===== config.mk =====
export PLATFORM = sky130hd
export DESIGN_NAME = dge_job_q
export DESIGN_NICKNAME = d
export VERILOG_FILES = /design/src/hdl/dge_pkg.sv /design/src/hdl/dge_job_q.sv
export SDC_FILE = /design/constraint.sdc
export NUM_CORES = 1
export LEC_CHECK = 0
export ABC_AREA = 1
export BUFFER_PORTS_ARGS = -buffer_cell sky130_fd_sc_hd__buf_2
export CORE_AREA = 2 2 63 79
export CTS_BUF_LIST = sky130_fd_sc_hd__clkbuf_16
export CTS_CLUSTER_DIAMETER = 150
export DETAILED_ROUTE_END_ITERATION = 16
export DIE_AREA = 0 0 65 81
export GPL_ROUTABILITY_DRIVEN = 0
export PLACE_DENSITY = 0.53
export SLEW_MARGIN = 20
export SYNTH_ARGS = -nofsm -noshare
export SYNTH_HDL_FRONTEND = slang
export SYNTH_SLANG_ARGS = --single-unit

===== constraint.sdc =====
create_clock -name i_clk -period 4.7 [get_ports i_clk]
set_input_delay 0.235 -clock i_clk [delete_from_list [all_inputs] [get_ports i_clk]]
set_output_delay 0.235 -clock i_clk [all_outputs]
set_load 0.005 [all_outputs]

===== src/hdl/dge_pkg.sv =====
// ---------------------------------------------------------------------------
// dge_pkg
// Shared constants, types and helpers for the disc dilate / erode block.
// ---------------------------------------------------------------------------
package dge_pkg;

    localparam int TILE_SIZE   = 64;
    localparam int MAX_RADIUS  = 64;
    localparam int STORE_W     = TILE_SIZE + 2 * MAX_RADIUS;
    localparam int STORE_H     = 2 * MAX_RADIUS + 1;
    localparam int STORE_DEPTH = STORE_W * STORE_H;
    localparam int ADDR_W      = $clog2(STORE_DEPTH);
    localparam int POS_W       = $clog2(STORE_W);
    localparam int RAD_W       = 7;
    localparam int PIX_W       = 16;
    localparam int BOUND_W     = 2 * RAD_W;
    localparam int REG_IDX_W   = 1;

    localparam logic [PIX_W-1:0]     ALPHA_ONE  = PIX_W'(32768);
    localparam logic [REG_IDX_W-1:0] REG_RADIUS = REG_IDX_W'(0);
    localparam logic [REG_IDX_W-1:0] REG_MODE   = REG_IDX_W'(1);

    // One output pixel waiting for its window scan
    typedef struct packed {
        logic [POS_W-1:0] col_base;
        logic [POS_W-1:0] slot;
        logic             last;
    } t_job;

    typedef enum logic [1:0] {
        S_IDLE,
        S_SCAN,
        S_ACC
    } t_back_state;

    // Row store address of a slot and a column
    function automatic logic [ADDR_W-1:0] f_addr(input logic [POS_W-1:0] slot,
                                                 input logic [POS_W-1:0] col);
        logic [ADDR_W-1:0] base;
        base   = ADDR_W'(slot) * ADDR_W'(STORE_W);
        f_addr = base + ADDR_W'(col);
    endfunction

endpackage


===== src/hdl/dge_job_q.sv =====
// ---------------------------------------------------------------------------
// dge_job_q
// Two-entry queue of window jobs between the front and the back.
// ---------------------------------------------------------------------------
module dge_job_q (
    input  logic          i_clk,
    input  logic          i_rst_n,
    input  logic          i_push,
    input  dge_pkg::t_job i_job,
    input  logic          i_pop,
    output logic          o_empty,
    output dge_pkg::t_job o_job
);
    import dge_pkg::*;

    t_job       r_ent [2];
    logic       r_wp, r_rp;
    logic [1:0] r_cnt;
    logic       do_push, do_pop;

    assign do_push = i_push && (r_cnt != 2'd2);
    assign do_pop  = i_pop && (r_cnt != 2'd0);
    assign o_empty = (r_cnt == 2'd0);
    assign o_job   = r_ent[r_rp];

    // Hold entries
    always_ff @(posedge i_clk) begin
        if (do_push) begin
            r_ent[r_wp] <= i_job;
        end
    end

    // Advance pointers and count
    always_ff @(posedge i_clk) begin
        if (!i_rst_n) begin
            r_wp  <= 1'b0;
            r_rp  <= 1'b0;
            r_cnt <= 2'd0;
        end else begin
            if (do_push) r_wp <= ~r_wp;
            if (do_pop)  r_rp <= ~r_rp;
            r_cnt <= r_cnt + 2'(do_push) - 2'(do_pop);
        end
    end

endmodule


# Word-level counts from Yosys, hierarchy flattened
# Memories as Yosys holds them, arrays and structs flattened. A register that Yosys moved wholly into a read port is not among the register bits.
# Cells that the tools add are included.
# op_classes
n_reduce_logical,4
multipliers,0
n_eq_ne,1
div_mod_pow,0
bitwise,2
shift,0
magnitude_cmp,0
add_sub_neg,2
mux,4
# op_table
operator,count
$mux W1,4
$add A2 B1 Y2,1
$logic_and A1 B1 Y1,2
$logic_not A2 Y1,1
$ne A2 B2 Y1 const B,1
$not A1 Y1,2
$reduce_bool A2 Y1,1
$sub A2 B1 Y2,1
# word_totals
output_inout_bits,18
latch_bits,0
input_bits,21
mem_bits_rw,34
wordCells,17
regBits,4
mem_count,1
romBits,0
# memory_table
memory,words,word_bits,read_ports,rd_clocked_by_memory_dff,wr,line,source
r_ent,2,17,1,1,1,dge_job_q.sv:16,t_job r_ent [2];

# Longest topological paths before layout
# depth
depth_word,4
ltp_mapped,11
depth_no_buf,11

# Worst setup path after synthesis
# Ideal clock, no wire load.
# synth_timing
path_kind,reg-to-reg
startpoint,reg r_cnt[0]
endpoint,mem r_ent[0][0] (netlist bit) (enable)
path_stages_with_launch,5
setup_ns,0.390
path_slack_ns,3.037
required_time_ns,4.310
arrival_ns,1.272
n_path_buf,0
period_less_slack_ns,1.663
path_cell_list,dfxtp_1 > inv_1 > nand2_1 > nand2_1 > nor2_1
# synth_between
elab_chain_len,4
# synth_rtl
element,line,source
"start, declared",dge_job_q.sv:18,logic [1:0] r_cnt;
"start signal, assigned",dge_job_q.sv:42,r_cnt <= r_cnt + 2'(do_push) - 2'(do_pop);
$ne A2 B2 Y1,dge_job_q.sv:21,assign do_push = i_push && (r_cnt != 2'd2);
$logic_and A1 B1 Y1,dge_job_q.sv:21,
$mux W1,dge_job_q.sv:28,if (do_push) begin
$mux W1 (not written as such),dge_job_q.sv:29,r_ent[r_wp] <= i_job;
"end, declared",dge_job_q.sv:16,
# Every way passes these cells.

==> flow_summary.yaml <==
status:
  status: "finished, final reports clean"
run:
  max_cap_violations: 0
timing:
  worstMarginPinSlew_ns: 0.935
  holdWs_ns: 0.149
  finalSetupViolations: 0
  finalHoldViolCount: 0
  period_needed_ns: 1.99
  slew_violations: 0
  max_freq_ghz: 0.504
  finalSetupTns_ns: 0
  worst_slack_ns: 2.71
  relSlewSlack: 0.376
  rsz0062_at_grt: "false"
  period_share: 0.422
  skew_ns: 0.00313
cells_and_area:
  final_nets: 156
  fin_area_mm2: 0.00193
  drive_gt1_frac: 0.470
  syn2layout_area_growth_pct: 26.3
  n_antenna_cell: 0
synthesis:
  yosys_most_used_dff: "edfxtp_1"
  syn_area_mm2: 0.00153
  syn_nets: 113
  synth.distinct_cells: 12
  synth.most_common_cell: "edfxtp_1"
  ys_top_cells_by_count: "edfxtp_1, mux2_4, nand2_1"
  synth_largest_area_cell: "edfxtp_1"
  synth_edf_count: 34
  synth.top_cell.area_share: 0.669
  synth_area_leaders: "edfxtp_1, mux2_4, dfxtp_1, mux2_2, nand2_1"
  ys_seq_area_frac: 0.735
  syn_inst: 90
  synthArstFlopShare: 0
  yosys_warnings: 0
  ys_ff_latch: 39
  avgSynthCellArea_um2: 16.9
place:
  place_hpwl_um: 1670
  numPortBuffers: 38
  place_area_mm2: 0.00176
  place_ws_ns: 2.96
pwr:
  power.total_w: 0.00108
  ir_drop_mv: 0.268
  power_leakage_nw: 0.787
  p_per_area_mw_per_mm2: 559
worst_setup_path:
  endpoint_kind: "output pin"
  rr_endpoint: "r_ent[0][2]"
  r2r-start: "r_cnt[0]"
  path_class: "reg2out"
  worstPathMaxFanout: 17
  crit_arrival_ns: 1.75
  worstSetupStartpointType: "flop"
  rr_worst_depth: 4
  rrSetupSlack_ns: 3.04
  critPathRequiredTime_ns: 4.47
min_path:
  whs_path_depth: 1
  min_to: "r_ent[1][4]"
  hp-class: "in2reg"
  min_from: "i_job[4]"
cts:
  clk_latency_ns: 0.27
  tritoncts: "done"
  cts_hold_buf: 0
  cts_buffer_depth: 2
  cts_buffers: 5
  cts_root_buf: "clkbuf_16"
  clock-sinks: 39
  cts_setup_buffers: 0
  h-tree-depth: 2
  cts_resized: 0
  clk_pin_slew_ns: 0.05
drt:
  drt_iter0_drc: 46
  vias: 843
  dr.pass1.iters: 4
  antenna_left: 0
  wl_per_cell_um: 12.2
  viasPerCell: 4.35
  wirelength_um: 2370
  drc_errors: 0
die:
  start_util: 0.332
  ios: 39
  dieWidth_um: 65
  placementRows: 28
  die_h_um: 81
  fp.coreArea_mm2: 0.00459
  dieArea_mm2: 0.00527
global_route:
  grt_pass1_wl_um: 4020
  track_usage: 0.102
  gr-total-overflow: 0
  grt_max_degree: 18
  antenna_found_initial: 0
  grt_pass1_vias: 879
where the power goes:
| part | internal [W] | switching [W] |
|---|---|---|
| Combinational | 0.000125 | 0.000103 |
| Clock | 0.000247 | 0.000118 |
| Sequential | 0.000443 | 0.0000391 |
| Total | 0.000816 | 0.000261 |
worst max-delay path, stage by stage, from the launching register on:
cell and delay (ns):
dfxtp_1 0.93, mux2_2 0.42, buf_2 0.13
worst max-delay path by stage:
stage                  endpoint  cells past startpoint
floorplan           r_ent[0][0]                      4
finish                 o_job[0]                      2
global placement       o_job[2]                      2
global route           o_job[2]                      2
detailed placement     o_job[2]                      2
CTS                    o_job[2]                      2
layout by cell type (no fill, tap or decap), drive strengths merged:
cell type,n
bufinv,1
clkbuf,5
dfxtp,5
nand2,9
ha,2
buf,38
nor2,8
a21oi,2
clkinv,2
inv,8
mux2,17
nand3,3
edfxtp,34
state kept, by name (all words and copies together) (netlist names), named ones only:
name   cells
r_ent     34
r_cnt      2
r_rp       1
r_wp       1
routing by layer:
layer,track usage,vias up,wire length (um)
li1,-,408,-
met1,0.122,407,996
met2,0.163,28,1200
met3,0.0471,0,169
met4,0.0340,0,0
met5,0,-,0
cell type report:
cell class              instances  area [um2]
repair buffers                 38         190
well taps                      60        75.1
clock buffers                   5         125
flip-flops and latches         39        1120
multi-input cells              41         345
clock inverters                 3        38.8
inverters                       8        30.0
fillers                       432        2660
through the flow:
step | util | cells
final | 0.420 | 194
after global routing | 0.420 | 194
after CTS | 0.420 | 194
after detailed placement | 0.384 | 186
after global placement | 0.384 | 186
after floorplan | - | 90
cells by family after synthesis:
logic type,share of synthesized area
AO/OA/AOI/OAI,0.00656
adder cells (fa/ha/maj),0.0164
buffers and inverters,0.0402
flip-flops,0.735
multiplexers,0.150
AND/OR/NAND/NOR,0.0517
Note: power is estimated with default switching activity, not from simulation.
