$ cat config.mk
export PLATFORM = sky130hd
export DESIGN_NAME = dge_front
export DESIGN_NICKNAME = d
export VERILOG_FILES = /design/src/hdl/dge_pkg.sv /design/src/hdl/dge_front.sv
export SDC_FILE = /design/constraint.sdc
export NUM_CORES = 1
export LEC_CHECK = 0
export BUFFER_PORTS_ARGS = -buffer_cell sky130_fd_sc_hd__buf_2
export CORE_AREA = 8 8 93 78
export DETAILED_ROUTE_END_ITERATION = 6
export DIE_AREA = 0 0 101 86
export GPL_ROUTABILITY_DRIVEN = 0
export PLACE_DENSITY_LB_ADDON = 0.25
export SETUP_SLACK_MARGIN = 0.1
export SLEW_MARGIN = 25
export SYNTH_ARGS = -nofsm -noshare
export SYNTH_HDL_FRONTEND = slang
export SYNTH_SLANG_ARGS = --single-unit
$ cat constraint.sdc
create_clock -name i_clk -period 2.3 [get_ports i_clk]
set_input_delay 0 -clock i_clk [delete_from_list [all_inputs] [get_ports i_clk]]
set_output_delay 0 -clock i_clk [all_outputs]
set_load 0.1 [all_outputs]
$ cat src/hdl/dge_pkg.sv
// ---------------------------------------------------------------------------
// dge_pkg
// Shared constants, types and helpers for the disc dilate / erode block.
// ---------------------------------------------------------------------------
package dge_pkg;

    localparam int TILE_SIZE   = 64;
    localparam int MAX_RADIUS  = 64;
    localparam int STORE_W     = TILE_SIZE + 2 * MAX_RADIUS;
    localparam int STORE_H     = 2 * MAX_RADIUS + 1;
    localparam int STORE_DEPTH = STORE_W * STORE_H;
    localparam int ADDR_W      = $clog2(STORE_DEPTH);
    localparam int POS_W       = $clog2(STORE_W);
    localparam int RAD_W       = 7;
    localparam int PIX_W       = 16;
    localparam int BOUND_W     = 2 * RAD_W;
    localparam int REG_IDX_W   = 1;

    localparam logic [PIX_W-1:0]     ALPHA_ONE  = PIX_W'(32768);
    localparam logic [REG_IDX_W-1:0] REG_RADIUS = REG_IDX_W'(0);
    localparam logic [REG_IDX_W-1:0] REG_MODE   = REG_IDX_W'(1);

    // One output pixel waiting for its window scan
    typedef struct packed {
        logic [POS_W-1:0] col_base;
        logic [POS_W-1:0] slot;
        logic             last;
    } t_job;

    typedef enum logic [1:0] {
        S_IDLE,
        S_SCAN,
        S_ACC
    } t_back_state;

    // Row store address of a slot and a column
    function automatic logic [ADDR_W-1:0] f_addr(input logic [POS_W-1:0] slot,
                                                 input logic [POS_W-1:0] col);
        logic [ADDR_W-1:0] base;
        base   = ADDR_W'(slot) * ADDR_W'(STORE_W);
        f_addr = base + ADDR_W'(col);
    endfunction

endpackage

$ cat src/hdl/dge_front.sv
// ---------------------------------------------------------------------------
// dge_front
// Accept padded pixels, store them in the row store and queue window jobs.
// ---------------------------------------------------------------------------
module dge_front (
    input  logic                      i_clk,
    input  logic                      i_rst_n,
    input  logic                      i_push,
    input  logic [dge_pkg::PIX_W-1:0] i_pixel,
    input  logic                      i_stall,
    input  logic                      i_restart,
    input  logic [dge_pkg::RAD_W-1:0] i_radius,
    output logic                      o_full,
    output logic                      o_job_push,
    output dge_pkg::t_job             o_job,
    output logic                      o_mem_we,
    output logic [dge_pkg::ADDR_W-1:0] o_mem_addr,
    output logic [dge_pkg::PIX_W-1:0] o_mem_wdata
);
    import dge_pkg::*;

    logic [POS_W-1:0] r_col, n_col;
    logic [POS_W-1:0] r_row, n_row;
    logic [POS_W-1:0] r_wslot, n_wslot;
    logic [POS_W-1:0] two_r;
    logic [POS_W-1:0] w_last;
    logic             accept;

    assign two_r  = {i_radius, 1'b0};
    assign w_last = POS_W'(TILE_SIZE - 1) + two_r;
    assign accept = i_push && !i_stall;
    assign o_full = i_stall;

    // Store the pixel and classify it
    assign o_mem_we    = accept;
    assign o_mem_addr  = f_addr(r_wslot, r_col);
    assign o_mem_wdata = i_pixel;
    assign o_job_push  = accept && (r_row >= two_r) && (r_col >= two_r);
    assign o_job.col_base = r_col - two_r;
    assign o_job.slot     = (r_wslot == two_r) ? '0 : r_wslot + POS_W'(1);
    assign o_job.last     = (r_row == w_last) && (r_col == w_last);

    // Advance the padded position
    always_comb begin
        n_col   = r_col;
        n_row   = r_row;
        n_wslot = r_wslot;
        if (i_restart) begin
            n_col   = '0;
            n_row   = '0;
            n_wslot = '0;
        end else if (accept) begin
            if (r_col == w_last) begin
                n_col = '0;
                if (r_row == w_last) begin
                    n_row   = '0;
                    n_wslot = '0;
                end else begin
                    n_row   = r_row + POS_W'(1);
                    n_wslot = (r_wslot == two_r) ? '0 : r_wslot + POS_W'(1);
                end
            end else begin
                n_col = r_col + POS_W'(1);
            end
        end
    end

    always_ff @(posedge i_clk) begin
        if (!i_rst_n) begin
            r_col   <= '0;
            r_row   <= '0;
            r_wslot <= '0;
        end else begin
            r_col   <= n_col;
            r_row   <= n_row;
            r_wslot <= n_wslot;
        end
    end

endmodule

# Yosys cells after proc, flatten, opt, wreduce, memory -nomap -nowiden
# Index checks and enable logic that the tools add are counted.
# W data, S select, Z words.
# word_totals
in_bits	28
output_inout_bits	51
regBits	24
# op_classes
muxes	4
reduce_logical	7
n_mul	1
bitwise	1
n_eq_ne	3
magnitude_cmp	2
add_sub_neg	6
# ops
cell	count
$mux W8	4
$add A8 B1 Y8 const B	3
$eq A8 B8 Y1	3
$ge A8 B8 Y1	2
$add A15 B8 Y15	1
$mul A8 B2 Y9 const B	1
$add A6 B8 Y8 const A	1
$sub A8 B8 Y8	1
$logic_and A1 B1 Y1	4
$reduce_and A2 Y1	1
$reduce_or A2 Y1	1
$logic_not A1 Y1	1
$not A1 Y1	1

# Logic depth before layout (Yosys ltp)
# depth
ltp_word	4
mapped_depth	11
ltp_nobuf	10

# Worst setup path after synthesis
# Ideal clock, no wire load.
# synth_timing
path_kind	input -> output
startpoint	in i_radius[1] (netlist bit)
endpoint	out o_job[0] (netlist bit)
required_ns	2.300
slack_ns	-2.049
cell_stages	9
path_buffers	1
arrival_ns	4.349
path_cell_list	inv_1 -> ha_1 -> or3b_1 -> buf_2 -> xnor2_1 -> o21ai_0 -> a32o_1 -> nand3_1 -> nor4_1
# synth_lines
element	line	rtl
from (decl)	dge_front.sv:12	input logic [dge_pkg::RAD_W-1:0] i_radius,
to (decl)	dge_front.sv:15	output dge_pkg::t_job o_job,

# Worst setup path after layout
# layout_timing
startpoint	reg r_wslot[1]
endpoint	out o_mem_addr[14] (netlist bit)
# layout_via
elab_chain_len	2
# layout_lines
element	line	rtl
from (decl)	dge_front.sv:24	logic [POS_W-1:0] r_wslot, n_wslot;
from (signal assigned)	dge_front.sv:76	r_wslot <= n_wslot;
$mul A8 B2 Y9	dge_pkg.sv:40	base = ADDR_W'(slot) * ADDR_W'(STORE_W);
$add A15 B8 Y15	dge_pkg.sv:41	f_addr = base + ADDR_W'(col);
to (decl)	dge_front.sv:17	output logic [dge_pkg::ADDR_W-1:0] o_mem_addr,
# No other way between the ends.

==> results_tabular.tex <==
\begin{tabular}{lr}
\hline
Metric & Value \\
\hline
\multicolumn{2}{l}{\textbf{Synth}} \\
\quad Post-synthesis share of cell area spent on full adders, half adders and majority gates & 0.144 \\
\quad EDFF count, synth & 0 \\
\quad Share of synthesized area spent on multiplexers & 0.0117 \\
\quad Post-synthesis share of cell area spent on xor and xnor gates & 0.173 \\
\quad Mapped Cells & 331 \\
\quad Part of the Yosys area used for sequential elements & 0.180 \\
\quad Number of warnings issued by yosys & 0 \\
\quad Most frequently used flop master after synthesis & dfxtp\_1 \\
\quad Share of synthesized registers carrying an async set or reset & 0 \\
\quad Most frequent cells after synthesis & ha\_1, xnor2\_1, buf\_4, dfxtp\_1, xor2\_1 \\
\quad Compound-gate portion of the synthesized area & 0.164 \\
\quad Simple logic cell fraction of the synthesized area & 0.211 \\
\quad Post-synthesis cell area & 2670 um\^{}2 \\
\quad Combinational family with the most area after synthesis & simple AND/OR/NAND/NOR gates \\
\quad Share of Yosys cell area claimed by the top area cell type & 0.180 \\
\quad Mean post-synth cell area & 8.06 um\^{}2 \\
\quad Post-synth net total & 388 \\
\quad Count of unique library cells instantiated by Yosys & 49 \\
\quad Flip-flop and latch count after synthesis & 24 \\
\quad Area contributors post-synth & dfxtp\_1, ha\_1, xnor2\_1 \\
\quad Most area-hungry cell type in the Yosys netlist & dfxtp\_1 \\
\multicolumn{2}{l}{\textbf{Floorplan}} \\
\quad Number of placement rows & 25 \\
\quad Starting density of the core & 0.464 \\
\quad Number of top-level pins & 79 \\
\quad Die Y & 86 um \\
\quad Die Wd & 101 um \\
\quad Area of the core & 5760 um\^{}2 \\
\quad Die Area & 8690 um\^{}2 \\
\multicolumn{2}{l}{\textbf{Final layout}} \\
\quad Layout overhead on the synthesized area & 48.4\% \\
\quad Fillers & 444 \\
\quad Cell Count, Final, Fillers Out & 479 \\
\quad Antenna Cells & 0 \\
\quad Final std cell area, no fill & 3960 um\^{}2 \\
\quad Fraction of final layout cells sized beyond drive strength 1 & 0.417 \\
\quad Final Net Count & 456 \\
\multicolumn{2}{l}{\textbf{Placed design}} \\
\quad Number of buffers inserted by port buffering & 46 \\
\quad Number of placed instances, taps included & 464 \\
\quad Half-perimeter wire length of the detailed placement result & 6120 um \\
\quad Placed cell areas & 3510 um\^{}2 \\
\multicolumn{2}{l}{\textbf{Global routing}} \\
\quad Number of antenna violations at the first check in global routing & 0 \\
\quad Number of global-route vias before repair & 2444 \\
\quad First-pass GRT wire length & 12300 um \\
\quad Overall track demand over capacity in global routing & 0.178 \\
\quad Remaining Overflow, GRT & 0 \\
\quad Largest net degree at the start of global routing & 15 \\
\multicolumn{2}{l}{\textbf{Power and ir drop}} \\
\quad Portion of total power attributed to sequential cells & 0.361 \\
\quad Combinational Power Share & 0.285 \\
\quad PwrDens & 290 nW/um\^{}2 \\
\quad Sw Pwr & 393 uW \\
\quad Internal power summed over all cells & 756 uW \\
\quad Design Power & 1.15 mW \\
\quad Leak pwr & 1.80 nW \\
\quad Clock network power share & 0.353 \\
\quad Switching share of total power & 0.342 \\
\quad Peak supply drop & 0.000273 V \\
\multicolumn{2}{l}{\textbf{Job}} \\
\quad Number of violations of the max-capacitance limit & 0 \\
\multicolumn{2}{l}{\textbf{Route}} \\
\quad Remaining antenna violation count after routing & 0 \\
\quad DR vias & 2704 \\
\quad Iteration-0 DRC count of the detailed router & 278 \\
\quad Pre-antenna DRT Iters & 4 \\
\quad Mean routed wirelength per cell & 18.1 um \\
\quad Drt drc & 0 \\
\quad Routed vias/inst & 5.65 \\
\quad Routed WL & 8650 um \\
\multicolumn{2}{l}{\textbf{Clock network}} \\
\quad Maximum buffer depth of the clock tree & 2 \\
\quad Root Driver & clkbuf\_8 \\
\quad Number of buffers inserted during clock tree synthesis & 3 \\
\quad CTS tree & built \\
\quad CTS clock-pin slew for the worst setup and hold paths & 0.10 ns \\
\quad Total clock sinks & 24 \\
\quad Max H-tree Level & 1 \\
\quad Later-pin clock latency in the skew report & 0.29 ns \\
\multicolumn{2}{l}{\textbf{Timing}} \\
\quad RSZ-0062 raised after global routing & yes \\
\quad Final-report max-slew violation count & 0 \\
\quad Worst-margin pin slew & 0.534 ns \\
\quad Final worst-path cycle share & 1.14 \\
\quad Final Critical Period & 2.62 ns \\
\quad Worst Setup Slack, final & -0.318 ns \\
\quad Highest clock rate & 382 MHz \\
\quad Count of final hold-check violations & 0 \\
\quad Final Setup Violations & 5 \\
\quad TNS Setup & -0.915 ns \\
\quad Rel. slew slack & 0.640 \\
\quad Hold\_ws & 0.0000385 ns \\
\quad Final Skew & 0.0111 ns \\
\multicolumn{2}{l}{\textbf{Run status}} \\
\quad Failing checks & negative setup slack \\
\quad Result of the run & finished with violations \\
\multicolumn{2}{l}{\textbf{Setup path}} \\
\quad Slowest cell on the critical path & dfxtp\_4 \\
\quad Critical Path End Type & primary output \\
\quad Largest fanout on the critical path & 3 \\
\quad Arr. time, crit path & 2.62 ns \\
\quad Most common cell on crit path & xnor2\_4 \\
\quad Worst setup path category & reg2out \\
\quad Delay contributed by the slowest stage of the critical path & 0.38 ns \\
\quad Nature of the critical path startpoint & flip-flop \\
\quad Req. time, crit path & 2.30 ns \\
\quad Worst-path cell chain & ha\_4 > fa\_2 > a211oi\_2 > o21bai\_1 > a21oi\_2 > xnor2\_2 > nand3\_4 > xnor2\_4 > xnor2\_4 > buf\_12 \\
\multicolumn{2}{l}{\textbf{Hold path}} \\
\quad Min-delay worst type & in2out \\
\hline
\end{tabular}
[routing by layer]
metal / track usage / wire (um) / vias up
met4: 0.0580 / 229 / 0
met5: 0 / 0 / -
met2: 0.274 / 3910 / 132
met1: 0.243 / 3860 / 1277
li1: - / - / 1271
met3: 0.0324 / 645 / 24
[layout by cell type (no fill, tap or decap), types with 4 or more instances in the layout]
| cell type | n |
|---|---|
| a21o_1 | 7 |
| xnor2_1 | 16 |
| nand2_1 | 20 |
| inv_1 | 17 |
| xor2_1 | 17 |
| buf_2 | 29 |
| a22o_1 | 8 |
| nand3_1 | 11 |
| dfxtp_1 | 19 |
| dfxtp_2 | 4 |
| xor2_2 | 4 |
| a21oi_1 | 7 |
| nor2_1 | 14 |
| a21oi_2 | 4 |
| ha_1 | 21 |
| nor4b_1 | 4 |
| o21ai_0 | 14 |
| xnor2_2 | 7 |
| buf_4 | 44 |
| nor2b_1 | 4 |
| buf_6 | 6 |
| nor2_4 | 7 |
| a31oi_1 | 4 |
| and3_1 | 9 |
| buf_12 | 17 |
| nand4_1 | 7 |
[state kept, by name, indices dropped and copies added (netlist names)]
| name | flops |
|---|---|
| r_wslot | 8 |
| r_row | 8 |
| r_col | 8 |
[cell type report]
class,instances,area (um^2),area share
Clock buffer,3,41.3,0.0104
Timing Repair Buffer,96,883,0.223
Sequential cell,24,489,0.123
Tap cell,81,101,0.0256
Clock inverter,1,30.0,0.00758
Multi-Input combinational cell,253,2330,0.589
Inverter,21,82.6,0.0208
[power groups by stage]
stage               Combinational (mW)  Clock, mW  Sequential, mW
floorplan                        0.357          0           0.427
global placement                 0.300          0           0.426
detailed placement               0.303          0           0.426
CTS                              0.307      0.401           0.415
global route                     0.345      0.427           0.415
finish                           0.328      0.406           0.415
[what timing repair did]
action	in CTS	in global routing
cloned	0	0
setup endpoints to repair	9	32
hold buffers	0	0
gates resized for setup	24	52
setup buffers	3	9
pin swaps	11	24
[metrics by stage]
step	setup WS (ns)	util
2_1_floorplan	-0.458	-
3_3_place_gp	0.0301	0.610
3_5_place_dp	-0.0193	0.610
4_1_cts	-0.267	0.642
5_1_grt	-0.412	0.688
6_report	-0.318	0.688
[cell families (layout without fill, tap and decap cells)]
family / Yosys count / count (layout)
multiplexers: 3 / 3
AND/OR/NAND/NOR: 105 / 105
XOR/XNOR: 51 / 51
flip-flops: 24 / 24
adder cells (fa/ha/maj): 29 / 29
buffers and inverters: 54 / 121
AO/OA/AOI/OAI: 65 / 65
[worst max-delay path, delay by kind of cell, from the launching register on]
kind	cells	cell delay [ns]
AND/OR/NAND/NOR	1	0.12
buffers and inverters	1	0.19
AO/OA/AOI/OAI	3	0.60
adder cells (fa/ha/maj)	2	0.52
flip-flops	1	0.38
XOR/XNOR	3	0.50
[worst paths after layout]
path,start,to,slack [ns],cells after the start
worst max-delay path,r_wslot[1]$_SDFFE_PP0P_,o_mem_addr[14],-0.32,10
worst min-delay path,i_pixel[8],o_mem_wdata[8],0.00004,0
worst max register to register,r_wslot[1]$_SDFFE_PP0P_,r_wslot[4]$_SDFFE_PP0P_,0.09,10
worst min register to register,r_col[3]$_SDFFE_PP0P_,r_col[3]$_SDFFE_PP0P_,0.55,2
Power figures use the tool's default switching activity.
