`src/hdl/dge_pkg.sv`:
```
// ---------------------------------------------------------------------------
// dge_pkg
// Shared constants, types and helpers for the disc dilate / erode block.
// ---------------------------------------------------------------------------
package dge_pkg;

    localparam int TILE_SIZE   = 64;
    localparam int MAX_RADIUS  = 64;
    localparam int STORE_W     = TILE_SIZE + 2 * MAX_RADIUS;
    localparam int STORE_H     = 2 * MAX_RADIUS + 1;
    localparam int STORE_DEPTH = STORE_W * STORE_H;
    localparam int ADDR_W      = $clog2(STORE_DEPTH);
    localparam int POS_W       = $clog2(STORE_W);
    localparam int RAD_W       = 7;
    localparam int PIX_W       = 16;
    localparam int BOUND_W     = 2 * RAD_W;
    localparam int REG_IDX_W   = 1;

    localparam logic [PIX_W-1:0]     ALPHA_ONE  = PIX_W'(32768);
    localparam logic [REG_IDX_W-1:0] REG_RADIUS = REG_IDX_W'(0);
    localparam logic [REG_IDX_W-1:0] REG_MODE   = REG_IDX_W'(1);

    // One output pixel waiting for its window scan
    typedef struct packed {
        logic [POS_W-1:0] col_base;
        logic [POS_W-1:0] slot;
        logic             last;
    } t_job;

    typedef enum logic [1:0] {
        S_IDLE,
        S_SCAN,
        S_ACC
    } t_back_state;

    // Row store address of a slot and a column
    function automatic logic [ADDR_W-1:0] f_addr(input logic [POS_W-1:0] slot,
                                                 input logic [POS_W-1:0] col);
        logic [ADDR_W-1:0] base;
        base   = ADDR_W'(slot) * ADDR_W'(STORE_W);
        f_addr = base + ADDR_W'(col);
    endfunction

endpackage

```
`src/hdl/dge_back.sv`:
```
// ---------------------------------------------------------------------------
// dge_back
// Scan the disc window of one job through the row store, keep the extreme.
// ---------------------------------------------------------------------------
module dge_back (
    input  logic                        i_clk,
    input  logic                        i_rst_n,
    input  logic                        i_job_valid,
    input  dge_pkg::t_job               i_job,
    input  logic [dge_pkg::RAD_W-1:0]   i_radius,
    input  logic                        i_mode,
    input  logic [dge_pkg::BOUND_W-1:0] i_bound,
    input  logic [dge_pkg::PIX_W-1:0]   i_rdata,
    input  logic                        i_pop,
    output logic                        o_job_pop,
    output logic                        o_busy,
    output logic                        o_rd_en,
    output logic [dge_pkg::ADDR_W-1:0]  o_rd_addr,
    output logic                        o_empty,
    output logic [dge_pkg::PIX_W-1:0]   o_out_pixel,
    output logic                        o_tile_done
);
    import dge_pkg::*;

    t_back_state      r_state, n_state;
    logic [POS_W-1:0] r_c, n_c;
    logic [POS_W-1:0] r_dxi, n_dxi;
    logic [POS_W-1:0] r_slot, n_slot;
    logic [POS_W-1:0] r_colb, n_colb;
    logic             r_last, n_last;
    logic [PIX_W-1:0] r_ext, n_ext;
    logic             r_out_valid, n_out_valid;
    logic [PIX_W-1:0] r_out_pix, n_out_pix;
    logic             r_out_last, n_out_last;

    logic [POS_W-1:0]   two_r, rz, dx_full, dy_full;
    logic [BOUND_W-1:0] dx2, dy2;
    logic [BOUND_W:0]   dsum;
    logic               in_disc;
    logic [PIX_W-1:0]   ext_acc, ext_cur, lim;
    logic               row_end, win_end, advance;

    assign two_r   = {i_radius, 1'b0};
    assign rz      = POS_W'(i_radius);
    assign dx_full = (r_dxi >= rz) ? r_dxi - rz : rz - r_dxi;
    assign dy_full = (r_c >= rz) ? r_c - rz : rz - r_c;
    assign dx2     = dx_full[RAD_W-1:0] * dx_full[RAD_W-1:0];
    assign dy2     = dy_full[RAD_W-1:0] * dy_full[RAD_W-1:0];
    assign dsum    = {1'b0, dx2} + {1'b0, dy2};
    assign in_disc = dsum <= {1'b0, i_bound};

    // Fold the returned pixel into the running extreme
    always_comb begin
        if (i_mode) begin
            ext_acc = (i_rdata < r_ext) ? i_rdata : r_ext;
        end else begin
            ext_acc = (i_rdata > r_ext) ? i_rdata : r_ext;
        end
    end

    assign ext_cur = (r_state == S_ACC) ? ext_acc : r_ext;
    assign lim     = i_mode ? '0 : ALPHA_ONE;
    assign row_end = (r_dxi == two_r);
    assign win_end = (r_c == two_r);

    assign o_busy      = (r_state != S_IDLE);
    assign o_rd_en     = (r_state == S_SCAN) && in_disc;
    assign o_rd_addr   = f_addr(r_slot, r_colb + r_dxi);
    assign o_empty     = !r_out_valid;
    assign o_out_pixel = r_out_pix;
    assign o_tile_done = r_out_last;
    assign o_job_pop   = (r_state == S_IDLE) && i_job_valid && !r_out_valid;

    // Next state: start, read, fold, advance, finish
    always_comb begin
        n_state     = r_state;
        n_c         = r_c;
        n_dxi       = r_dxi;
        n_slot      = r_slot;
        n_colb      = r_colb;
        n_last      = r_last;
        n_ext       = ext_cur;
        n_out_valid = r_out_valid && !i_pop;
        n_out_pix   = r_out_pix;
        n_out_last  = r_out_last;
        advance     = 1'b0;
        case (r_state)
            S_IDLE: begin
                if (o_job_pop) begin
                    n_state = S_SCAN;
                    n_c     = '0;
                    n_dxi   = '0;
                    n_slot  = i_job.slot;
                    n_colb  = i_job.col_base;
                    n_last  = i_job.last;
                    n_ext   = i_mode ? ALPHA_ONE : '0;
                end
            end
            S_SCAN: begin
                if (in_disc) begin
                    n_state = S_ACC;
                end else begin
                    advance = 1'b1;
                end
            end
            S_ACC: begin
                advance = 1'b1;
            end
            default: begin
                n_state = S_IDLE;
            end
        endcase
        if (advance) begin
            if (row_end && (ext_cur == lim || win_end)) begin
                n_state     = S_IDLE;
                n_out_valid = 1'b1;
                n_out_pix   = ext_cur;
                n_out_last  = r_last;
            end else if (row_end) begin
                n_state = S_SCAN;
                n_dxi   = '0;
                n_c     = r_c + POS_W'(1);
                n_slot  = (r_slot == two_r) ? '0 : r_slot + POS_W'(1);
            end else begin
                n_state = S_SCAN;
                n_dxi   = r_dxi + POS_W'(1);
            end
        end
    end

    always_ff @(posedge i_clk) begin
        if (!i_rst_n) begin
            r_state     <= S_IDLE;
            r_out_valid <= 1'b0;
        end else begin
            r_state     <= n_state;
            r_out_valid <= n_out_valid;
        end
    end

    always_ff @(posedge i_clk) begin
        r_c        <= n_c;
        r_dxi      <= n_dxi;
        r_slot     <= n_slot;
        r_colb     <= n_colb;
        r_last     <= n_last;
        r_ext      <= n_ext;
        r_out_pix  <= n_out_pix;
        r_out_last <= n_out_last;
    end

`ifndef SYNTHESIS
    a_acc_after_read: assert property (@(posedge i_clk) disable iff (!i_rst_n)
        (r_state == S_ACC) |-> ($past(r_state) == S_SCAN && $past(o_rd_en)))
        else $error("fold without a preceding read");
    a_row_in_window: assert property (@(posedge i_clk) disable iff (!i_rst_n)
        (r_state != S_IDLE) |-> (r_c <= two_r && r_dxi <= two_r))
        else $error("scan outside the window");
    a_out_hold: assert property (@(posedge i_clk) disable iff (!i_rst_n)
        (r_out_valid && !i_pop) |=> (r_out_valid && $stable(r_out_pix)))
        else $error("waiting result overwritten");
`endif

endmodule

```
`config.mk`:
```
export PLATFORM = sky130hd
export DESIGN_NAME = dge_back
export DESIGN_NICKNAME = d
export VERILOG_FILES = /design/src/hdl/dge_pkg.sv /design/src/hdl/dge_back.sv
export SDC_FILE = /design/constraint.sdc
export NUM_CORES = 1
export LEC_CHECK = 0
export ABC_AREA = 1
export BUFFER_PORTS_ARGS = -buffer_cell sky130_fd_sc_hd__buf_2
export CORE_ASPECT_RATIO = 1.1
export CORE_MARGIN = 2
export CORE_UTILIZATION = 45
export DETAILED_ROUTE_END_ITERATION = 10
export REMOVE_ABC_BUFFERS = 1
export SLEW_MARGIN = 20
export SYNTH_ARGS = -nofsm -noshare
export SYNTH_HDL_FRONTEND = slang
export SYNTH_SLANG_ARGS = --single-unit
```
`constraint.sdc`:
```
create_clock -name i_clk -period 11 [get_ports i_clk]
set_input_delay 0 -clock i_clk [delete_from_list [all_inputs] [get_ports i_clk]]
set_output_delay 0 -clock i_clk [all_outputs]
set_load 0.02 [all_outputs]
```
# --- After elaboration in Yosys (flattened, before gate mapping) ---
# Index checks and enable logic that the tools add are counted.
op_classes:
  shifts: 0
  order_cmp: 5
  eq_ne: 9
  n_mul: 3
  mux: 35
  n_bitwise: 0
  div: 0
  reduce_logical: 13
  n_addsub: 10
ops:
  columns: ["op", "n"]
  rows:
  - ["$mux W16", 8]
  - ["$mux W8", 16]
  - ["$mul A7 B7 Y14", 2]
  - ["$sub A7 B7 Y7", 4]
  - ["$add A8 B1 Y8 const B", 3]
  - ["$eq A8 B8 Y1", 3]
  - ["$eq A16 B16 Y1", 1]
  - ["$ge A8 B7 Y1", 2]
  - ["$gt A16 B16 Y1", 1]
  - ["$lt A16 B16 Y1", 1]
  - ["$add A14 B14 Y15", 1]
  - ["$add A15 B8 Y15", 1]
  - ["$le A15 B14 Y1", 1]
  - ["$mux W7", 2]
  - ["$mul A8 B2 Y9 const B", 1]
  - ["$add A8 B8 Y8", 1]
  - ["$mux W2", 3]
  - ["$ne A3 B3 Y1 const B", 2]
  - ["$pmux W2 S3", 1]
  - ["$logic_and A1 B1 Y1", 5]
  - ["$mux W1", 4]
  - ["$reduce_and A2 Y1", 2]
  - ["$reduce_and A3 Y1", 1]
  - ["$eq A2 B1 Y1 const B", 1]
  - ["7 further kinds", 8]
totals:
  rom_bits: 0
  regBits: 69
  latch_bits: 0
  mem_count: 0
  wordCells: 85
  output_inout_bits: 36
  ramBits: 0

# --- Depth between registers and ports, before layout ---
# Gate-level depths: netlist of run 1.
logic_depth:
  ltp_word: 9
  depth_mapped: 51

# --- Least setup slack after synthesis of run 1 ---
# OpenSTA, ideal clock, no wires.
synth_timing:
  kind: "register -> register"
  start: "register r_c[0]"
  end: "register r_out_pix[0], in the netlist o_out_pixel[0] (enable)"
  path_stages_with_launch: 46
  period_less_slack_ps: 8659
  required_ps: 10631
  arrival_time_ps: 8290
  path_buffers: 1
  slack_ps: 2341
  setup_ps: 369
  path_cell_list: "dfxtp_1 -> inv_1 -> ha_1 -> inv_1 -> fa_1 -> nand3_1 -> nand2_1 -> o21bai_1 -> a21oi_1 -> or3_1 -> buf_2 -> o21ai_0 -> xor2_1 -> nor2_1 -> ha_1 -> xnor2_1 -> fa_1 -> inv_1 -> [... 10 more ...] -> o21ai_0 -> a21oi_1 -> nor2_1 -> nor2_1 -> xor2_1 -> ha_1 -> nand3_1 -> nor2_1 -> inv_1 -> o21ai_0 -> o21ai_0 -> nand2_1 -> nand2_1 -> nand2_1 -> nand2_1 -> nor2_1 -> nand2_1 -> inv_1"
synth_between:
  elab_chain_len: 8
  elab_cells_between_ends: 13
synth_lines:
  columns: ["item", "line", "source"]
  rows:
  - ["start: declaration", "dge_back.sv:26", "logic [POS_W-1:0] r_c, n_c;"]
  - ["start signal: assignment", "dge_back.sv:142", "r_c <= n_c;"]
  - ["$sub A7 B7 Y7 / $ge A8 B7 Y1 (equally long branches)", "dge_back.sv:46", "assign dy_full = (r_c >= rz) ? r_c - rz : rz - r_c;"]
  - ["$mux W7", "dge_back.sv:46", null]
  - ["$mul A7 B7 Y14", "dge_back.sv:48", "assign dy2 = dy_full[RAD_W-1:0] * dy_full[RAD_W-1:0];"]
  - ["$add A14 B14 Y15", "dge_back.sv:49", "assign dsum = {1'b0, dx2} + {1'b0, dy2};"]
  - ["$le A15 B14 Y1", "dge_back.sv:50", "assign in_disc = dsum <= {1'b0, i_bound};"]
  - ["$mux W1", "dge_back.sv:100", "if (in_disc) begin"]
  - ["$pmux W1 S2", "dge_back.sv:87", "case (r_state)"]
  - ["$reduce_and A2 Y1 (no source line) *", null, null]
  - ["end signal: assignment", "dge_back.sv:148", "r_out_pix <= n_out_pix;"]
  - ["end: declaration", "dge_back.sv:33", "logic [PIX_W-1:0] r_out_pix, n_out_pix;"]
# Mark *: on every way between the ends. The rest lies on a longest branch, timed or not.
# A chain may end at the register's enable or synchronous reset.

# --- Worst setup path in the final report of run 1 ---
layout_timing:
  start: "register r_c[0]"
  end: "register r_dxi[7]"
layout_between:
  elab_chain_len: 8
  elab_cells_between_ends: 14
layout_lines:
  columns: ["item", "line", "source"]
  rows:
  - ["$sub A7 B7 Y7 / $ge A8 B7 Y1 (equally long branches)", "dge_back.sv:46", null]
  - ["$mux W7", "dge_back.sv:46", null]
  - ["$mul A7 B7 Y14", "dge_back.sv:48", null]
  - ["$add A14 B14 Y15", "dge_back.sv:49", null]
  - ["$le A15 B14 Y1", "dge_back.sv:50", null]
  - ["$mux W1", "dge_back.sv:100", null]
  - ["$pmux W1 S2", "dge_back.sv:87", null]
  - ["$mux W8 *", "dge_back.sv:113", "if (advance) begin"]
  - ["named net n_dxi[7]", "dge_back.sv:27", "logic [POS_W-1:0] r_dxi, n_dxi;"]
  - ["end signal: assignment", "dge_back.sv:143", "r_dxi <= n_dxi;"]
  - ["end: declaration", "dge_back.sv:27", null]
# The timed path passes the listed nets; every way through them passes the cells marked *.

==> results of run 1 <==
==> cells in the final DEF (no fill, tap or decap), drive strengths merged, types with 2 or more instances in the layout <==
| master | n |
|---|---|
| nor3 | 16 |
| dlygate4sd3 | 19 |
| nand2 | 242 |
| nand3b | 7 |
| o22ai | 2 |
| edfxtp | 26 |
| o211ai | 3 |
| a211oi | 2 |
| fa | 57 |
| nand3 | 83 |
| mux2i | 3 |
| a21o | 6 |
| nor4 | 4 |
| dfxtp | 43 |
| or3 | 2 |
| o21bai | 7 |
| or2 | 3 |
| a221oi | 2 |
| nor2 | 144 |
| clkinv | 3 |
| inv | 241 |
| clkbuf | 9 |
| clkinvlp | 4 |
| xnor2 | 19 |
| xor2 | 56 |
| buf | 96 |
| o2111ai | 2 |
| nand4 | 9 |
| o21ai | 57 |
| ha | 126 |
| a21oi | 65 |
| a21boi | 2 |
==> stage by stage <==
step / utilization (%) / std cells / hold slack, ps / worst slack (ps) / instance area [um2]
finish: 51.8 / 1620 / 86.9 / 1240 / 10300
global route: 51.8 / 1620 / 170 / 207 / 10300
CTS: 51.8 / 1620 / 85.6 / 1170 / 10300
floorplan: - / 1237 / 97.6 / 2320 / 9010
detailed placement: 49.4 / 1585 / 179 / 1160 / 9810
global placement: 49.4 / 1585 / 177 / 1440 / 9810
==> worst reg2reg max path, delay by kind of cell, from the launching register on <==
kind | cells | cell delay [ps]
simple gates | 14 | 2280
compound gates | 11 | 1600
buf+inv | 7 | 630
flops | 1 | 330
fa+ha+maj | 10 | 4090
xor+xnor | 3 | 690
==> sequential cells by signal, indices dropped and copies added, names as in the netlist <==
register,flops
o_out_pixel,16
o_tile_done,1
r_c,8
r_colb,8
r_dxi,8
r_ext,16
r_last,1
r_out_valid,1
r_slot,8
r_state,2
==> layout make-up <==
class | count | area, um2 | area share, %
Clock buffer | 9 | 225 | 2.19
Clock inverter | 7 | 73.8 | 0.717
Inverter | 242 | 908 | 8.82
Multi-Input combinational cell | 926 | 6460 | 62.7
Sequential cell | 69 | 1640 | 15.9
Tap cell | 252 | 315 | 3.06
Timing Repair Buffer | 115 | 676 | 6.56
==> cell families after synthesis <==
kind of cell             Yosys count  synth area share (%)
flip-flops                        69                  17.9
buffers and inverters            268                  11.5
adder cells (fa/ha/maj)          183                  29.7
multiplexers                       3                 0.328
AND/OR/NAND/NOR                  512                  23.9
XOR/XNOR                          75                  7.18
AO/OA/AOI/OAI                    153                  9.44
==> metal layers <==
metal	GRT usage [%]	share of wire (%)	up-vias
met1	27.5	46	3659
met3	2.24	2.9	23
li1	-	-	4203
met4	4.95	1.7	0
met2	37.3	50	121
met5	0	0	-
==> path summary, 6_finish.rpt <==
path | cells after the start | endpoint
min reg2reg | 0 | o_tile_done$_DFFE_PP_
max | 45 | r_dxi[7]$_DFF_P_
min | 5 | r_ext[8]$_DFF_P_
max reg2reg | 45 | r_dxi[7]$_DFF_P_
==> repair_timing <==
action / 4_1_cts / 5_1_grt
hold buffers: 19 / 0
endpoints found under the hold margin: 20 / 0
buffers inserted: 0 / 0
==> flow_summary.toml, run 1 <==
[critical_path]
worstSetupStartpoint = "r_c[0]$_DFF_P_"
start_kind = "flip-flop"
critPathMaxStageDelay_ps = 540
crit_fanout = 20
rrSetupSlack_ps = 1240
crit_buf_inv = 7
critPathKind = "flip-flop to flip-flop"
crit_required_ps = 11200
cpMaxStageDelayCell = "fa_1"
cp-end-kind = "flip-flop"
arrival_ps = 9960
critPathTopFamily = "adder cells"
rr_startpoint = "r_c[0]$_DFF_P_"

[clock_network]
cts.repair.resized = 0
clockBufferDepth = 2
tritoncts = "built"
clockRootBuffer = "clkbuf_16"
insertion_delay_ps = 350
cts_sinks = 69
cts_inserted_buffers = 9
htreeDepth = 3
path_clk_slew_ps = 60

[detailed_routing]
num_vias = 8006
via_per_inst = 4.94
first_pass_iters = 5
initialDrtViolationCount = 316
post-route-drc-count = 0
postRouteAntennaNets = 0
drt-total-wl_mm = 22.0
wl_per_cell_um = 13.6

[logic_synthesis]
async_flop_share_pct = 0
yosysMostFrequentCell = "nand2_1"
yosysTopAreaCell = "ha_1"
netlist_area_um2 = 9150
synth.distinct_cells = 52
synth_top_cell_area_share_pct = 17.2
synth_area_leaders = "ha_1 (17%), fa_1 (12%), nand2_1 (9.7%)"
synth_edf_count = 26
yosysSeqAreaShare_pct = 17.9
yosysWarnings = 0
netlist_instances = 1263
synth_common_cells = "nand2_1 (237), inv_1 (234), nor2_1 (140)"
syn_avg_cell_area_um2 = 7.24
ys_ff_latch = 69
ys.flop_type = "dfxtp_1"

[floorplanning]
core_area_um2 = 19900
die_w_um = 140
dieArea_um2 = 21500
initial_core_util_pct = 46.1
row_count = 54
die_y_um = 154
ios = 95

[sta]
tns_ps = 0
maxSlewViolCount = 0
fin_skew_ps = 10.7
worst_pin_slew_ps = 955
period_needed_ps = 9760
finalSetupViolations = 0
rsz0062_at_grt = "no"
hold_viol_final = 0
slew_headroom_pct = 36.3
period_share_pct = 88.7
max_freq_mhz = 102

[place]
hpwl_mm = 17.7
gp_congestion = 0.851
io_buffers = 94

[worst_hold_path]
hold_class = "input port to flip-flop"
hold_path.startpoint = "i_rdata[8]"

[finish]
area_delta_synth_final_pct = 12.5
drive_above_1_share_pct = 10.1
nNetsFinal = 1605
antenna_cells = 0
fill_cells = 2051

[grt]
track_usage_pct = 21.0
grt_overflow = 0
antenna_found_initial = 0
grt_pass1_wl_mm = 37.4
grt_pass1_vias = 7934
grt_max_degree = 37

[run]
cap_violations = 0

[status]
outcome = "completed"
Power of run 1 is left out: the tool's default activity adds up to more than one toggle a clock period on the data nets, which glitch-free logic cannot reach.
==> run 2: changes to the inputs <==
--- a/config.mk
+++ b/config.mk
@@ -11,6 +11,7 @@
 export CORE_MARGIN = 2
 export CORE_UTILIZATION = 45
 export DETAILED_ROUTE_END_ITERATION = 10
+export RECOVER_POWER = 25
 export REMOVE_ABC_BUFFERS = 1
 export SLEW_MARGIN = 20
 export SYNTH_ARGS = -nofsm -noshare
==> run 2 against run 1 <==
Effect of this change: sequential cell count unchanged; die area unchanged; final cell count unchanged; critical path type unchanged; critical endpoint unchanged.
==> flow_summary.toml, run 2 (synthesis gave the netlist of run 1 again) <==
[sta]
hold_viol_final = 0
finalSetupViolations = 0
maxSlewViolCount = 0
slew_headroom_pct = 36.3
fin_skew_ps = 10.9
rsz0062_at_grt = "no"
period_needed_ps = 9770
worst_pin_slew_ps = 955
period_share_pct = 88.9
max_freq_mhz = 102
tns_ps = 0

[detailed_routing]
wl_met2_mm = 10.9
num_vias = 8025
post-route-drc-count = 0
wl_met3_um = 616
initialDrtViolationCount = 350
drt-total-wl_mm = 22.1
wl_per_cell_um = 13.6
postRouteAntennaNets = 0
via_per_inst = 4.95
routed.top_layer = "met4"
first_pass_iters = 5
wl_met1_mm = 10.2

[finish]
mostFrequentLayoutCells = "nand2_1 (237), inv_1 (234), nor2_1 (140)"
fill_cells = 2056
register_area_um2 = 1640
nNetsFinal = 1605
mostFrequentLayoutCell = "nand2_1"
multiInputGateArea_um2 = 6460
area_delta_synth_final_pct = 12.2
antenna_cells = 0
drive_above_1_share_pct = 8.48

[grt]
grt_pass1_vias = 7934
track_usage_pct = 21.0
grt_pass1_wl_mm = 37.4
grt_overflow = 0
grt_max_degree = 37
antenna_found_initial = 0

[place]
hpwl_mm = 17.7
gp_congestion = 0.851
io_buffers = 94

[floorplanning]
row_count = 54
initial_core_util_pct = 46.1
core_area_um2 = 19900
die_y_um = 154
dieArea_um2 = 21500
die_w_um = 140
ios = 95

[status]
outcome = "completed"

[critical_path]
arrival_ps = 9970
crit_buf_inv = 7
cpMaxStageDelayCell = "fa_1"
crit_fanout = 20
cp-end-kind = "flip-flop"
critPathTopFamily = "adder cells"
crit_required_ps = 11200
start_kind = "flip-flop"
critPathMaxStageDelay_ps = 540
critPathKind = "flip-flop to flip-flop"

[clock_network]
clockRootBuffer = "clkbuf_16"
path_clk_slew_ps = 60
hold_buffers = 19
cts_inserted_buffers = 9
postCtsSetupBuffers = 0
clockBufferDepth = 2
htreeDepth = 3
cts.repair.resized = 0
insertion_delay_ps = 350
cts_sinks = 69
tritoncts = "built"

[worst_hold_path]
hold_class = "input port to flip-flop"

[run]
cap_violations = 0
[run 2: cell count changes in the layout (fill, tap and decap cells not counted), sizes merged]
cell / before / now
clkbuf: 9 / 31
buf: 96 / 74
[run 2: metal layers]
layer  global-route usage (%)  vias up
li1                         -     4203
met1                     27.5     3669
met2                     37.3      129
met3                     2.24       24
met4                     4.95        0
met5                        0        -
[run 2: path summary, 6_finish.rpt]
check                        start  slack [ps]  cells past startpoint               endpoint
setup / recovery    r_c[0]$_DFF_P_        1230                     45       r_dxi[7]$_DFF_P_
hold reg to reg   r_last$_DFFE_PP_         420                      0  o_tile_done$_DFFE_PP_
setup reg to reg    r_c[0]$_DFF_P_        1230                     45       r_dxi[7]$_DFF_P_
hold / removal          i_rdata[8]          90                      5       r_ext[8]$_DFF_P_
[run 2: layout make-up]
type	instances	share of cell area [%]
multi-input cells	926	62.9
flip-flops and latches	69	16.0
inverters	242	8.85
repair buffers	115	6.31
well taps	252	3.07
clock buffers	9	2.19
clock inverters	7	0.719
[run 2: metrics by stage]
step,hold WS [ps],util (%),setup slack (ps),std cells,area (um2)
finish,87.0,51.7,1230,1620,10300
global route,170,51.7,207,1620,10300
CTS,85.6,51.8,1170,1620,10300
detailed placement,179,49.4,1160,1585,9810
global placement,177,49.4,1440,1585,9810
floorplan,97.6,-,2320,1237,9010
[run 2: tightest hold or removal path, delay by kind of cell]
kind | cells | cell delay (ps)
and+or+nand+nor | 3 | 230
buffers and inverters | 1 | 100
AOI/OAI and AO/OA | 1 | 70
Power of run 2 is left out for the same reason.
